File: src/design/lrde_pkg.sv
package lrde_pkg;

  localparam int HW_W     = 4;   // window half-width register
  localparam int CENTER_W = 5;   // center index field
  localparam int LINE_W   = 32;  // sensor bits carried by the input
  localparam int ANGLE_W  = 16;  // angle in turn fractions, 65536 = one turn
  localparam int TRIG_W   = 16;  // signed Q1.14 sine / cosine
  localparam int SUM_W    = 20;  // up to 31 vectors of magnitude 2^14
  localparam int CORDIC_W = 32;  // sums scaled by 256 plus CORDIC growth
  localparam int STEP_W   = 5;   // CORDIC step index, table depth 24
  localparam int POS_W    = 6;   // sensor angle in 1/64 turn

  localparam logic [ANGLE_W-1:0] HALF_TURN = 16'h8000;

  // round(16384 * sin(k * pi / 32)), k = 0..16
  localparam logic [14:0] QUARTER_SINE [17] = '{
    15'd0,     15'd1606,  15'd3196,  15'd4756,  15'd6270,  15'd7723,
    15'd9102,  15'd10394, 15'd11585, 15'd12665, 15'd13623, 15'd14449,
    15'd15137, 15'd15679, 15'd16069, 15'd16305, 15'd16384
  };

  // round(atan(2^-i) * 65536 / (2 * pi))
  localparam logic [ANGLE_W-1:0] ATAN_TURN [24] = '{
    16'd8192, 16'd4836, 16'd2555, 16'd1297, 16'd651, 16'd326,
    16'd163,  16'd81,   16'd41,   16'd20,   16'd10,  16'd5,
    16'd3,    16'd1,    16'd1,    16'd0,    16'd0,   16'd0,
    16'd0,    16'd0,    16'd0,    16'd0,    16'd0,   16'd0
  };

  typedef enum logic [2:0] {
    S_IDLE,
    S_ACCUM,
    S_LAUNCH,
    S_CORDIC,
    S_OUT
  } lrde_state_t;

  typedef struct packed {
    logic               busy;
    logic               done;
    logic [ANGLE_W-1:0] angle;
  } lrde_cordic_stat_t;

  // sine in Q1.14 of p/64 turn
  function automatic logic signed [TRIG_W-1:0] sine64(input logic [POS_W-1:0] p);
    logic [1:0]  q;
    logic [3:0]  r;
    logic [14:0] v;
    q = p[5:4];
    r = p[3:0];
    v = q[0] ? QUARTER_SINE[5'd16 - {1'b0, r}] : QUARTER_SINE[{1'b0, r}];
    return q[1] ? -signed'({1'b0, v}) : signed'({1'b0, v});
  endfunction

endpackage

File: src/design/lrde_cordic.sv
module lrde_cordic
  import lrde_pkg::*;
#(
  parameter int CORDIC_STEPS = 16
) (
  input  logic                       clk,
  input  logic                       rst_n,
  input  logic                       start,
  input  logic signed [CORDIC_W-1:0] x_in,
  input  logic signed [CORDIC_W-1:0] y_in,
  output lrde_cordic_stat_t          stat
);

  localparam logic [STEP_W-1:0] LAST_STEP = STEP_W'(CORDIC_STEPS - 1);

  logic signed [CORDIC_W-1:0] x_r, x_nxt;
  logic signed [CORDIC_W-1:0] y_r, y_nxt;
  logic [ANGLE_W-1:0]         z_r, z_nxt;
  logic [STEP_W-1:0]          step_r, step_nxt;
  logic                       busy_r, busy_nxt;
  logic                       done_r, done_nxt;
  logic                       zero_r, zero_nxt;
  logic signed [CORDIC_W-1:0] dx, dy;

  always_comb begin
    x_nxt    = x_r;
    y_nxt    = y_r;
    z_nxt    = z_r;
    step_nxt = step_r;
    busy_nxt = busy_r;
    done_nxt = 1'b0;
    zero_nxt = zero_r;
    dx       = y_r >>> step_r;
    dy       = x_r >>> step_r;
    if (start) begin
      zero_nxt = (x_in == '0) && (y_in == '0);
      step_nxt = '0;
      busy_nxt = 1'b1;
      // left half plane: rotate by half a turn first
      if (x_in < 0) begin
        x_nxt = -x_in;
        y_nxt = -y_in;
        z_nxt = HALF_TURN;
      end else begin
        x_nxt = x_in;
        y_nxt = y_in;
        z_nxt = '0;
      end
    end else if (busy_r) begin
      if (y_r > 0) begin
        x_nxt = x_r + dx;
        y_nxt = y_r - dy;
        z_nxt = z_r + ATAN_TURN[step_r];
      end else begin
        x_nxt = x_r - dx;
        y_nxt = y_r + dy;
        z_nxt = z_r - ATAN_TURN[step_r];
      end
      step_nxt = step_r + 1'b1;
      if (step_r == LAST_STEP) begin
        busy_nxt = 1'b0;
        done_nxt = 1'b1;
      end
    end
  end

  always_ff @(posedge clk) begin
    if (!rst_n) begin
      busy_r <= 1'b0;
      done_r <= 1'b0;
    end else begin
      busy_r <= busy_nxt;
      done_r <= done_nxt;
    end
  end

  always_ff @(posedge clk) begin
    x_r    <= x_nxt;
    y_r    <= y_nxt;
    z_r    <= z_nxt;
    step_r <= step_nxt;
    zero_r <= zero_nxt;
  end

  assign stat = '{busy: busy_r, done: done_r, angle: (zero_r ? '0 : z_r)};

endmodule

File: src/design/line_ring_direction_estimator_core.sv
// Input transaction to result valid: sweep of the 2*W + 1 window sensors, CORDIC run,
//   hand-off, W = window_half_width; without a sighting in the window, no CORDIC run.
// A new transaction is taken only once the sequencer is idle again; one sensor is
//   summed per cycle, then the shared CORDIC add/shift unit runs one step per cycle.
// A waiting result sits in the output register while the next input is taken.
// Reset (rst_n low, synchronous): sequencer idle, output empty, window_half_width = 7.
module line_ring_direction_estimator_core
  import lrde_pkg::*;
#(
  parameter int NUM_SENSORS  = 32,
  parameter int CORDIC_STEPS = 16
) (
  input  logic        clk,
  input  logic        rst_n,
  // input channel
  input  logic        in_tvalid,
  output logic        in_tready,
  input  logic [39:0] in_tdata,   // [31:0] sensor_bits, [36:32] center_index, [39:37] zero
  // result channel
  output logic        out_tvalid,
  input  logic        out_tready,
  output logic [15:0] out_tdata,  // [15:0] direction_angle
  output logic [0:0]  out_tuser,  // [0] direction_found
  // configuration
  input  logic        cfg_wr_en,
  input  logic [3:0]  cfg_wr_data // window_half_width
);

  localparam int IDX_W = $clog2(NUM_SENSORS);
  localparam logic [IDX_W-1:0] LAST_IDX = IDX_W'(NUM_SENSORS - 1);

  // sensor angle in 1/64 turn, round(k * 64 / NUM_SENSORS) mod 64
  function automatic logic [NUM_SENSORS*POS_W-1:0] build_pos_lut();
    logic [NUM_SENSORS*POS_W-1:0] t;
    t = '0;
    for (int k = 0; k < NUM_SENSORS; k++) begin
      t[k*POS_W +: POS_W] = POS_W'((k * 64 + NUM_SENSORS / 2) / NUM_SENSORS);
    end
    return t;
  endfunction

  localparam logic [NUM_SENSORS*POS_W-1:0] POS_LUT = build_pos_lut();

  lrde_state_t          state_r, state_nxt;
  logic [HW_W-1:0]      hw_r;
  logic [LINE_W-1:0]    line_r, line_nxt;
  logic [IDX_W-1:0]     idx_r, idx_nxt;
  logic [4:0]           cnt_r, cnt_nxt;      // sensors left in the window, at most 31
  logic signed [SUM_W-1:0] xs_r, xs_nxt;
  logic signed [SUM_W-1:0] ys_r, ys_nxt;
  logic                 found_r, found_nxt;
  logic                 out_valid_r, out_valid_nxt;
  logic                 out_found_r, out_found_nxt;
  logic [ANGLE_W-1:0]   out_angle_r, out_angle_nxt;

  logic                 in_fire;
  logic                 cordic_start;
  lrde_cordic_stat_t    cordic_stat;
  logic [6:0]           center_mod;
  logic signed [7:0]    start_pos;
  logic [6:0]           idx_ext;
  logic                 seen;
  logic [POS_W-1:0]     pos;
  logic signed [TRIG_W-1:0] cos_v, sin_v;

  assign in_tready = (state_r == S_IDLE);
  assign in_fire   = in_tvalid && in_tready;

  // Window start: center reduced modulo the ring, then stepped back by the half-width.
  always_comb begin
    center_mod = 7'(in_tdata[36:32]);
    for (int k = 0; k < 4; k++) begin
      if (center_mod >= 7'(NUM_SENSORS)) center_mod = center_mod - 7'(NUM_SENSORS);
    end
    start_pos = signed'({1'b0, center_mod}) - signed'({4'b0, hw_r});
    // half-width is at most 15; the ring must have at least 8 sensors, which the block does not enforce
    if (start_pos < 0) start_pos = start_pos + 8'(NUM_SENSORS);
    if (start_pos < 0) start_pos = start_pos + 8'(NUM_SENSORS);
  end

  // Current sensor: positions beyond the input's 32 bits read as no line.
  assign idx_ext = 7'(idx_r);
  assign seen    = (idx_ext < 7'd32) && !line_r[idx_ext[4:0]];
  assign pos     = POS_LUT[32'(idx_r) * POS_W +: POS_W];
  assign sin_v   = sine64(pos);
  assign cos_v   = sine64(pos + 6'd16);

  // Sequencer: sum one sensor per cycle, CORDIC if any seen, wait, hand off result.
  always_comb begin
    state_nxt     = state_r;
    line_nxt      = line_r;
    idx_nxt       = idx_r;
    cnt_nxt       = cnt_r;
    xs_nxt        = xs_r;
    ys_nxt        = ys_r;
    found_nxt     = found_r;
    out_valid_nxt = out_valid_r;
    out_found_nxt = out_found_r;
    out_angle_nxt = out_angle_r;
    cordic_start  = 1'b0;

    // drop the result once the downstream takes it
    if (out_valid_r && out_tready) out_valid_nxt = 1'b0;

    unique case (state_r)
      S_IDLE: begin
        if (in_fire) begin
          line_nxt  = in_tdata[31:0];
          idx_nxt   = IDX_W'(start_pos);
          cnt_nxt   = {hw_r, 1'b1};   // 2 * hw + 1 sensors
          xs_nxt    = '0;
          ys_nxt    = '0;
          found_nxt = 1'b0;
          state_nxt = S_ACCUM;
        end
      end
      S_ACCUM: begin
        if (seen) begin
          xs_nxt    = xs_r + SUM_W'(cos_v);
          ys_nxt    = ys_r + SUM_W'(sin_v);
          found_nxt = 1'b1;
        end
        idx_nxt = (idx_r == LAST_IDX) ? '0 : idx_r + 1'b1;
        cnt_nxt = cnt_r - 1'b1;
        if (cnt_r == 5'd1) begin
          state_nxt = (found_r || seen) ? S_LAUNCH : S_OUT;
        end
      end
      S_LAUNCH: begin
        cordic_start = 1'b1;
        state_nxt    = S_CORDIC;
      end
      S_CORDIC: begin
        if (cordic_stat.done) state_nxt = S_OUT;
      end
      S_OUT: begin
        // hold until the output register is free or being emptied
        if (!out_valid_r || out_tready) begin
          out_valid_nxt = 1'b1;
          out_found_nxt = found_r;
          out_angle_nxt = found_r ? cordic_stat.angle : '0;
          state_nxt     = S_IDLE;
        end
      end
      default: state_nxt = S_IDLE;
    endcase
  end

  lrde_cordic #(
    .CORDIC_STEPS(CORDIC_STEPS)
  ) u_cordic (
    .clk   (clk),
    .rst_n (rst_n),
    .start (cordic_start),
    .x_in  (CORDIC_W'($signed({xs_r, 8'h00}))),
    .y_in  (CORDIC_W'($signed({ys_r, 8'h00}))),
    .stat  (cordic_stat)
  );

  always_ff @(posedge clk) begin
    if (!rst_n) begin
      state_r     <= S_IDLE;
      out_valid_r <= 1'b0;
      hw_r        <= 4'd7;
    end else begin
      state_r     <= state_nxt;
      out_valid_r <= out_valid_nxt;
      if (cfg_wr_en) hw_r <= cfg_wr_data;
    end
  end

  always_ff @(posedge clk) begin
    line_r      <= line_nxt;
    idx_r       <= idx_nxt;
    cnt_r       <= cnt_nxt;
    xs_r        <= xs_nxt;
    ys_r        <= ys_nxt;
    found_r     <= found_nxt;
    out_found_r <= out_found_nxt;
    out_angle_r <= out_angle_nxt;
  end

  assign out_tvalid = out_valid_r;
  assign out_tdata  = out_angle_r;
  assign out_tuser  = out_found_r;

`ifndef SYNTHESIS
  // the CORDIC unit only runs while the sequencer waits for it
  a_cordic_owned: assert property (@(posedge clk) disable iff (!rst_n)
    cordic_stat.busy |-> (state_r == S_CORDIC))
    else $error("CORDIC busy outside its wait state");

  // a result without a sighting carries angle zero
  a_not_found_zero: assert property (@(posedge clk) disable iff (!rst_n)
    (out_tvalid && !out_tuser[0]) |-> (out_tdata == '0))
    else $error("not-found result with nonzero angle");

  // an accepted transaction starts the window sweep next cycle
  a_accept_sweep: assert property (@(posedge clk) disable iff (!rst_n)
    in_fire |=> (state_r == S_ACCUM) && (cnt_r == {$past(hw_r), 1'b1}))
    else $error("window sweep not started after accept");

  // a launch is only issued with at least one sighting
  a_launch_found: assert property (@(posedge clk) disable iff (!rst_n)
    cordic_start |-> found_r)
    else $error("CORDIC launched with nothing seen");
`endif

endmodule
File: config.mk
export PLATFORM = sky130hd
export DESIGN_NAME = line_ring_direction_estimator_core
export DESIGN_NICKNAME = d
export VERILOG_FILES = /design/src/design/lrde_pkg.sv /design/src/design/lrde_cordic.sv /design/src/design/line_ring_direction_estimator_core.sv
export SDC_FILE = /design/constraint.sdc
export NUM_CORES = 1
export LEC_CHECK = 0
export ABC_AREA = 1
export BUFFER_PORTS_ARGS = -buffer_cell sky130_fd_sc_hd__clkbuf_2
export CORE_MARGIN = 4
export CORE_UTILIZATION = 30
export DETAILED_ROUTE_END_ITERATION = 16
export PLACE_DENSITY = 0.53
export SYNTH_ARGS = -nofsm -noshare
export SYNTH_HDL_FRONTEND = slang
export SYNTH_SLANG_ARGS = --single-unit
File: constraint.sdc
create_clock -name clk -period 10.36 [get_ports clk]
set_input_delay 0.518 -clock clk [delete_from_list [all_inputs] [get_ports clk]]
set_output_delay 0.518 -clock clk [all_outputs]
set_load 0.005 [all_outputs]
# Yosys cells after proc, flatten, opt, wreduce, memory -nomap -nowiden
# Memories as Yosys holds them, arrays and structs flattened.
# Index checks and enable logic that the tools add are counted.
word_totals:
  latchBits: 0
  out_inout_bits: 19
  memories: 5
  ramBits: 0
  inputBits: 49
  word_cells: 156
  rom_bits: 2432
  reg_bits: 196
classes:
  n_shift: 3
  reduce_logical: 20
  add_sub_neg: 21
  bitwise: 8
  magnitude_cmp: 11
  n_mul: 1
  div_mod_pow: 0
  muxes: 57
  eq_ne: 12
mem_list:
  columns: ["name", "words", "word_bits", "read_ports", "rd_ports_with_merged_regs", "wr", "line", "rtl"]
  rows:
  - ["(no name shown)", 32, 16, 1, 0, 0, "lrde_cordic.sv:53", "z_nxt = z_r + ATAN_TURN[step_r];"]
  - ["(no name shown)", 32, 15, 1, 0, 0, "lrde_pkg.sv:51", "v = q[0] ? QUARTER_SINE[5'd16 - {1'b0, r}] : QUARTER_SINE[{1'b0, r}];"]
  - ["(no name shown)", 32, 15, 1, 0, 0, "lrde_pkg.sv:51", null]
  - ["(no name shown)", 32, 15, 1, 0, 0, "lrde_pkg.sv:51", null]
  - ["(no name shown)", 32, 15, 1, 0, 0, "lrde_pkg.sv:51", null]
ops:
  columns: ["cell", "n"]
  rows:
  - ["$mux W32", 8]
  - ["$shiftx A192 B9 Y6 const A", 1]
  - ["$mux W15", 10]
  - ["$mux W16", 8]
  - ["$pmux W20 S2", 2]
  - ["$add A32 B32 Y32", 2]
  - ["$logic_not A32 Y1", 2]
  - ["$neg A28 Y32", 2]
  - ["$sshr A32 B5 Y32", 2]
  - ["$sub A32 B32 Y32", 2]
  - ["$mux W20", 3]
  - ["$add A20 B16 Y20", 2]
  - ["$gt A32 B1 Y1 const B", 1]
  - ["$neg A15 Y16", 2]
  - ["$ge A6 B6 Y1 const B", 5]
  - ["$lt A28 B1 Y1 const B", 1]
  - ["$mux W5", 4]
  - ["$pmux W5 S2", 2]
  - ["$not A5 Y6", 3]
  - ["$add A16 B16 Y16", 1]
  - ["$sub A16 B16 Y16", 1]
  - ["$add A5 B1 Y5 const B", 3]
  - ["$mux W3", 5]
  - ["$pmux W3 S5", 1]
  - ["other kinds (33)", 60]

# Longest topological paths before layout
# Gate-level depths: netlist of run 1.
depth:
  ltp_word: 14
  ltp_mapped: 35
  ltp_nobuf: 33

# By module
# Synthesis of run 1 repeated with hierarchy kept, for this count alone.
hier_totals:
  cells_unflattened: 3560
  hier_area_um2: 22810.6
modules_own_cells:
  columns: ["module", "cells_per_inst", "n_inst", "seq_area_each_um2", "area_per_inst_um2"]
  rows:
  - ["lrde_cordic", 2532, 1, 2572.5, 14811.7]
  - ["line_ring_direction_estimator_core", 1028, 1, 3163.0, 7998.9]

# Least setup slack after synthesis of run 1
# OpenSTA, ideal clock, no wires.
synth_path:
  kind: "register to register"
  from: "register idx_r[0]"
  to: "register xs_r[16] (data pin)"
  setup_time_ps: 146
  arrival_ps: 4721
  t_required_ps: 10214
  synth_period_minus_slack_ps: 4867
  setup_slack_ps: 5493
  path_buffers: 2
  path_stages_with_launch: 29
  cell_sequence: "edfxtp_1 -> inv_1 -> buf_2 -> clkbuf_1 -> ha_1 -> inv_1 -> ha_1 -> or2_2 -> o211ai_1 -> nand2_1 -> o21ai_0 -> ha_1 -> nand3b_1 -> nor3b_1 -> nand3_1 -> nand2_1 -> xor2_1 -> inv_1 -> ha_1 -> nand2_1 -> nor2_1 -> o21ai_0 -> o211ai_1 -> nor2_1 -> o21ai_0 -> a31oi_1 -> o21ai_0 -> o21ai_0 -> a21oi_1"
synth_via:
  elab_chain_len: 14
  elab_cells_between_ends: 18
  cone_classes: "add/sub (4); mul (1); shift (1); mux (8); bitwise (2); memory (2)"
synth_lines:
  columns: ["element", "line", "rtl"]
  rows:
  - ["start, declared", "line_ring_direction_estimator_core.sv:47", "logic [IDX_W-1:0] idx_r, idx_nxt;"]
  - ["start signal, assigned", "line_ring_direction_estimator_core.sv:174", "idx_r <= idx_nxt;"]
  - ["$mul A5 B2 Y7 (*)", "line_ring_direction_estimator_core.sv:84", "assign pos = POS_LUT[32'(idx_r) * POS_W +: POS_W];"]
  - ["$shiftx A192 B9 Y6 (*)", "line_ring_direction_estimator_core.sv:84", null]
  - ["$add A6 B5 Y6 (*)", "line_ring_direction_estimator_core.sv:86", "assign cos_v = sine64(pos + 6'd16);"]
  - ["$sub A5 B4 Y5", "lrde_pkg.sv:51", null]
  - ["$not A5 Y6 (not written as such)", "lrde_pkg.sv:51", null]
  - ["$mem_v2 Z32 W15", null, null]
  - ["$mux W15 (not written as such) (2 in series)", "lrde_pkg.sv:51", null]
  - ["$mux W15", "lrde_pkg.sv:51", null]
  - ["$neg A15 Y16", "lrde_pkg.sv:52", "return q[1] ? -signed'({1'b0, v}) : signed'({1'b0, v});"]
  - ["$mux W16 (*)", "lrde_pkg.sv:52", null]
  - ["$add A20 B16 Y20 (*)", "line_ring_direction_estimator_core.sv:119", "xs_nxt = xs_r + SUM_W'(cos_v);"]
  - ["$mux W20 (*)", "line_ring_direction_estimator_core.sv:118", "if (seen) begin"]
  - ["$pmux W20 S2 (*)", "line_ring_direction_estimator_core.sv:105", "unique case (state_r)"]
  - ["end signal, assigned", "line_ring_direction_estimator_core.sv:176", "xs_r <= xs_nxt;"]
  - ["end, declared", "line_ring_direction_estimator_core.sv:49", "logic signed [SUM_W-1:0] xs_r, xs_nxt;"]
# Mark *: on every way between the ends. The rest lies on a longest branch, timed or not. The select of a mux whose other input is x is not followed.
# A chain may end at the register's enable or synchronous reset.

# Final worst setup path of run 1
layout_path:
  from: "register u_cordic.step_r[2]"
  to: "register u_cordic.y_r[22] (data pin)"
layout_via:
  elab_chain_len: 5
  elab_cells_between_ends: 6
  cone_classes: "add/sub (2); shift (1); mux (3)"
layout_lines:
  columns: ["element", "line", "rtl"]
  rows:
  - ["start, declared", "lrde_cordic.sv:19", "logic [STEP_W-1:0] step_r, step_nxt;"]
  - ["start signal, assigned", "lrde_cordic.sv:81", "step_r <= step_nxt;"]
  - ["$sshr A32 B5 Y32 (*)", "lrde_cordic.sv:34", "dy = x_r >>> step_r;"]
  - ["$add A32 B32 Y32 or $sub A32 B32 Y32 (tied branches)", "lrde_cordic.sv:56, lrde_cordic.sv:52", null]
  - ["$mux W32 (*)", "lrde_cordic.sv:50", "if (y_r > 0) begin"]
  - ["$mux W32 (*)", "lrde_cordic.sv:49", "end else if (busy_r) begin"]
  - ["$mux W32 (*)", "lrde_cordic.sv:35", "if (start) begin"]
  - ["named net u_cordic.y_nxt[22]", "lrde_cordic.sv:17", "logic signed [CORDIC_W-1:0] y_r, y_nxt;"]
  - ["end signal, assigned", "lrde_cordic.sv:79", "y_r <= y_nxt;"]
  - ["end, declared", "lrde_cordic.sv:17", null]
# The timed path passes the listed nets; every way through them passes the cells marked *. The select of a mux whose other input is x is not followed.

==> flow_summary.yaml, run 1 <==
grt:
  grt_pass1_vias: 19820
  grt_max_degree: 73
  grt_pass1_wl_um: 108300
  grt.total_usage_pct: 17.99
  grt_overflow: 0
  antenna_found_initial: 2
drt:
  route.antenna.remaining_nets: 0
  wire_per_inst_um: 16.05
  post_drt_via_cell_ratio: 5.028
  route.detailed.drc: 0
  vias: 21040
  drt_iter0_markers: 1899
  routed_wl_um: 67160
  first_pass_iters: 6
clock_tree:
  hold_buffers: 0
  clock_path_buffers: 2
  htreeDepth: 4
  cts.repair.resized: 0
  cts_buffers: 17
  clk_pin_slew_ps: 70
  cts_tree: "built"
  cts.root.buffer_cell: "clkbuf_16"
  cts.sinks: 196
  clk_latency_ps: 520
  cts_setup_buffers: 0
critical_path:
  cp-start-kind: "register"
  endpoint_kind: "register"
  cp_data_required_time_ps: 10600
  crit_type: "reg2reg"
  r2r_slack_ps: 4390
  crit_arrival_ps: 6210
  path_max_fanout: 72
logic_synthesis:
  synth.net_count: 3451
  yosys_warnings: 0
  syn-mean-instance-area_um2: 6.553
  synth_flop_cell: "edfxtp_1"
  synth.most_common_cell: "nand2_1"
  ys_seq_area_share_pct: 26.99
  yosys.area.top_type: "edfxtp_1"
  synth_seq_cells: 196
  async_flop_share_pct: 0
  syn_area_um2: 21250
  yosysUniqueCellTypes: 56
  syn_inst: 3243
  synth_edf_count: 181
  ys_top_cells_by_area: "edfxtp_1, nand2_1, ha_1, nand3_1, a21oi_1"
  yosysTopAreaCellShare_pct: 25.58
  synth_common_cells: "nand2_1, inv_1, nand3_1, nor2_1, a21oi_1"
sta:
  max_freq_mhz: 167.5
  slew_headroom_pct: 34.02
  worstMarginPinSlew_ps: 988.3
  hold_viol_final: 0
  setup_violations: 0
  final_max_slew_viol_count: 0
  rsz0062_at_grt: "false"
  skew_ps: 28.90
  hold_ws_ps: 190.6
  fin_crit_ps: 5969
  finalCritPeriodShare_pct: 57.61
  tns_ps: 0
floorplan:
  core_area_um2: 70150
  io_pins: 68
  die-area_um2: 75160
  die_w_um: 274.2
  die_h_um: 274.2
  rows: 97
  initial_core_util_pct: 30.29
min_path:
  min_path_type: "in2reg"
place:
  place.gp.congestion: 0.9486
  place_hpwl_um: 52330
  portBuffers: 64
layout:
  diodes: 0
  areaGrowthSynthToFinish_pct: 8.142
  final_layout_size_suffix_gt1_share_pct: 6.104
  layout.nets: 3439
outcome:
  status: "complete, no violations"
job:
  maxCapViolations: 0
layout make-up:
class | count | area (um^2)
Clock buffer | 20 | 446.7
Clock inverter | 12 | 115.1
Fill cell | 7886 | 47170
Inverter | 352 | 1321
Multi-Input combinational cell | 2577 | 13690
Sequential cell | 196 | 5743
Tap cell | 940 | 1176
Timing Repair Buffer | 87 | 493.0
metal layers:
layer  track usage (%)  part of all wire, %
met4             5.364                  2.3
met2             29.27                   45
met3             2.231                  4.1
met1             24.95                   49
met5                 0                    0
cells by family after synthesis:
family | share of synthesized area [%]
XOR/XNOR | 4.163
buffers and inverters | 8.772
AND/OR/NAND/NOR | 31.97
adder cells (fa/ha/maj) | 9.573
AO/OA/AOI/OAI | 18.53
flip-flops | 26.99
metrics by stage:
stage / std cells / setup WS, ps / utilization [%] / cell area [um^2]
6_report: 4184 / 4391 / 32.76 / 22980
5_1_grt: 4184 / 3809 / 32.76 / 22980
4_1_cts: 4184 / 4473 / 32.76 / 22980
3_5_place_dp: 4152 / 4477 / 31.96 / 22420
3_3_place_gp: 4152 / 4450 / 31.96 / 22420
2_1_floorplan: 3243 / 5493 / - / 21250
placed cells by master, fill, tap and decap left out, types with 17 or more instances in the layout:
cell type	Yosys	routed
a21oi_1	273	273
a31oi_1	24	24
buf_4	1	23
clkbuf_16	0	17
clkbuf_2	0	64
edfxtp_1	181	181
ha_1	153	153
inv_1	333	332
nand2_1	871	870
nand3_1	313	313
nand4_1	22	22
nor2_1	284	277
nor3_1	39	39
o211ai_1	34	34
o21a_1	21	21
o21ai_0	266	265
xnor2_1	19	19
xor2_1	82	82
worst paths after layout:
path                 startpoint               end  depth (start not counted)
max          u_cordic.step_r[2]  u_cordic.y_r[22]                         25
min                in_tdata[16]        line_r[16]                          1
max reg2reg  u_cordic.step_r[2]  u_cordic.y_r[22]                         25
min reg2reg             found_r         out_tuser                          0
worst max-delay path, cell delays in order (launching register included):
cell,delay (ps)
dfxtp_2,310
buf_4,580
inv_2,400
buf_4,390
nand3_1,170
nand3_1,120
nand3_1,190
nand2_1,120
inv_2,70
ha_1,180
nand4_1,170
nor2_1,320
nor2_1,90
xor2_1,160
inv_1,70
ha_1,330
nand2_1,80
inv_1,30
a21boi_0,400
o21ai_0,260
a21boi_0,600
o21ai_0,250
nand2_1,130
nand2_1,50
a21oi_1,120
a21oi_1,80
registers in the layout, summed over array words and instances (netlist names), 16 cells and up:
signal        cells
xs_r             20
u_cordic.x_r     32
u_cordic.z_r     16
line_r           32
ys_r             20
out_tdata        16
u_cordic.y_r     32
Power of run 1 is left out: the tool's default activity adds up to more than one toggle a clock period on the data nets, which glitch-free logic cannot reach.
==> run 2: changes to the inputs <==
- ABC_AREA: 1 -> 0
- clock period: 10.36 -> 5.9 ns (I/O delays scaled with it)
==> run 2 against run 1 <==
Die area is essentially flat. Design area increased by 9.6%. Worst hold slack worse by 140 ps. Critical path depth decreased by 3. Synthesized cell count decreased by 28%. Synthesized area hardly changed. Highest routed layer unchanged. Fmax rose by 5.2%. Via count shrank 7.5%.
==> flow_summary.yaml, run 2 <==
drt:
  route.antenna.remaining_nets: 0
  wire_per_inst_um: 20.79
  drt_iter0_markers: 1501
  first_pass_iters: 6
  post_drt_via_cell_ratio: 5.514
  route.detailed.drc: 0
  vias: 19450
  routed_wl_um: 73340
power_and_ir_drop:
  peakVddDrop_mv: 0.2710
  power_mw: 16.62
  leakage_nw: 9.843
  powerDensity_nw_per_um2: 659.7
sta:
  setup_violations: 0
  skew_ps: 18.67
  finalCritPeriodShare_pct: 96.15
  fin_ws_ps: 227.3
  final_max_slew_viol_count: 0
  max_freq_mhz: 176.3
  hold_viol_final: 0
  slew_headroom_pct: 15.24
  hold_ws_ps: 54.47
  fin_crit_ps: 5673
  tns_ps: 0
  worstMarginPinSlew_ps: 1255
layout:
  finalNonFillerCells: 3528
  layout_commonest_cell: "buf_4"
  final_layout_size_suffix_gt1_share_pct: 19.71
  mostFrequentLayoutCells: "buf_4, nand2_1, nor2_1, edfxtp_1, a21oi_1"
  layout.nets: 2783
  diodes: 0
  design_area_um2: 25200
  largestRegisters: "line_r x32, u_cordic.x_r x32, u_cordic.y_r x32"
  final_util_pct: 35.92
  areaGrowthSynthToFinish_pct: 18.57
place:
  place_hpwl_um: 57080
  dp.cells: 3437
  place.gp.congestion: 0.9749
  portBuffers: 64
  placed_area_um2: 23820
  place_ws_ps: -15.71
min_path:
  min_path_type: "in2reg"
critical_path:
  r2r_start: "u_cordic.step_r[1]"
  reg2reg_depth: 22
  cp-start-kind: "register"
  r2r_slack_ps: 230
  path_cells: "buf_12 > buf_4 > mux4_2 > mux2i_1 > o221ai_1 > a221oi_2 > buf_4 > nand3_1 > buf_4 > o21ai_0 > xnor2_1 > ha_1 > o21a_1 > o2111ai_1 > o21ai_2 > a2111oi_2 > buf_4 > o211ai_1 > nand4_1 > a21boi_1 > or4_1 > and3_1"
  cp_data_required_time_ps: 6160
  crit_arrival_ps: 5940
  crit_type: "reg2reg"
  crit_cells: 22
  crit_path_top_delay_cell: "mux4_2"
  endpoint_kind: "register"
  cp.buffers_inverters: 5
  cp_top_family: "compound AO/OA/AOI/OAI gates"
  r2r_end: "u_cordic.x_r[28]"
  critPathLaunch: "u_cordic.step_r[1]"
  slowest_delay_ps: 510
  critPathCapture: "u_cordic.x_r[28]"
  crit_top_cell: "buf_4"
  path_max_fanout: 13
logic_synthesis:
  yosys.area.top_type: "edfxtp_1"
  synth_edf_count: 181
  synth_seq_cells: 196
  yosysTopAreaCellShare_pct: 25.57
  syn_area_um2: 21250
  synth_common_cells: "nor2_1, nand2_1, edfxtp_1, a21oi_1, ha_1"
  async_flop_share_pct: 0
  ys_seq_area_share_pct: 26.99
  synth.most_common_cell: "nor2_1"
  yosys_warnings: 0
  yosysUniqueCellTypes: 94
  synth_flop_cell: "edfxtp_1"
  syn_inst: 2341
  ys_top_cells_by_area: "edfxtp_1, ha_1, mux4_2, xnor2_1, nor2_1"
  syn-mean-instance-area_um2: 9.079
  synth.net_count: 2549
clock_tree:
  clk_latency_ps: 510
  cts.root.buffer_cell: "clkbuf_16"
  clk_pin_slew_ps: 90
  cts.sinks: 196
  htreeDepth: 4
  cts_tree: "built"
  cts_buffers: 17
  clock_path_buffers: 2
grt:
  grt_max_degree: 61
  antenna_found_initial: 0
  grt_pass1_vias: 18870
  grt_overflow: 0
  grt_pass1_wl_um: 111200
  grt.total_usage_pct: 19.02
outcome:
  status: "complete, no violations"
floorplan:
  die_w_um: 274.2
  initial_core_util_pct: 30.30
  io_pins: 68
  rows: 97
  die-area_um2: 75170
  die_h_um: 274.2
  core_area_um2: 70150
job:
  maxCapViolations: 0
-- run 2: changes by cell type in the layout (fill, tap and decap cells not counted), moves of 57 or more --
cell     previous run  this run
nor2_1            277       216
mux4_2              0        78
inv_1             332        81
buf_4              23       220
nand3_1           313        49
xnor2_1            19       145
a21oi_1           273       154
mux2i_1             0        57
nand2_1           870       218
o21ai_0           265       133
-- run 2: timing repair --
action                                 CTS  global route
pin swaps                                0             8
hold buffers                            35             0
endpoints found under the hold margin   35             0
gates cloned                             0             2
buffers inserted                         0            22
gates resized for setup                  4            37
setup endpoints to repair                2            16
-- run 2: worst min-delay path by stage --
| stage | cells after the start | startpoint | slack (ps) | to |
|---|---|---|---|---|
| 6_report | 3 | cfg_wr_data[3] | 50 | hw_r[3] |
| 4_1_cts | 3 | cfg_wr_data[3] | 20 | hw_r[3] |
| 3_3_place_gp | 0 | found_r | 460 | out_tuser |
| 2_1_floorplan | 1 | rst_n | 360 | hw_r[0] |
| 3_5_place_dp | 0 | found_r | 470 | out_tuser |
| 5_1_grt | 3 | cfg_wr_data[3] | 60 | hw_r[3] |
-- run 2: cell type report --
type / instances / area, um^2
clock buffers: 17 / 425.4
flip-flops and latches: 196 / 5752
multi-input cells: 1943 / 14810
inverters: 87 / 329.1
repair buffers: 330 / 2537
clock inverters: 15 / 172.7
well taps: 940 / 1176
fillers: 7242 / 44950
-- run 2: per-layer routing --
layer | wire, um | GRT usage (%) | vias to the layer above
met5 | 0 | 0 | -
met4 | 2339 | 6.732 | 0
met3 | 4074 | 2.765 | 105
met2 | 34250 | 31.57 | 639
met1 | 32670 | 25.28 | 9467
li1 | - | - | 9242
-- run 2: cell families after synthesis --
group / Yosys count / share of synthesized area [%]
buffers and inverters: 202 / 4.256
XOR/XNOR: 231 / 9.584
AO/OA/AOI/OAI: 626 / 19.34
flip-flops: 196 / 26.99
multiplexers: 175 / 13.18
adder cells (fa/ha/maj): 159 / 9.573
AND/OR/NAND/NOR: 752 / 17.08
-- run 2: power by group --
| part | switching (mW) | leakage, nW | internal [mW] |
|---|---|---|---|
| clock network | 0.682 | 0.290 | 0.577 |
| logic | 7.15 | 7.72 | 5.73 |
| registers | 0.367 | 1.83 | 2.13 |
| total | 8.19 | 9.84 | 8.43 |
-- run 2: worst min-delay path, cell delays in order --
cell and delay, ps:
clkbuf_2 80, mux2i_1 60, nor2b_1 90
Power figures use the tool's default switching activity.
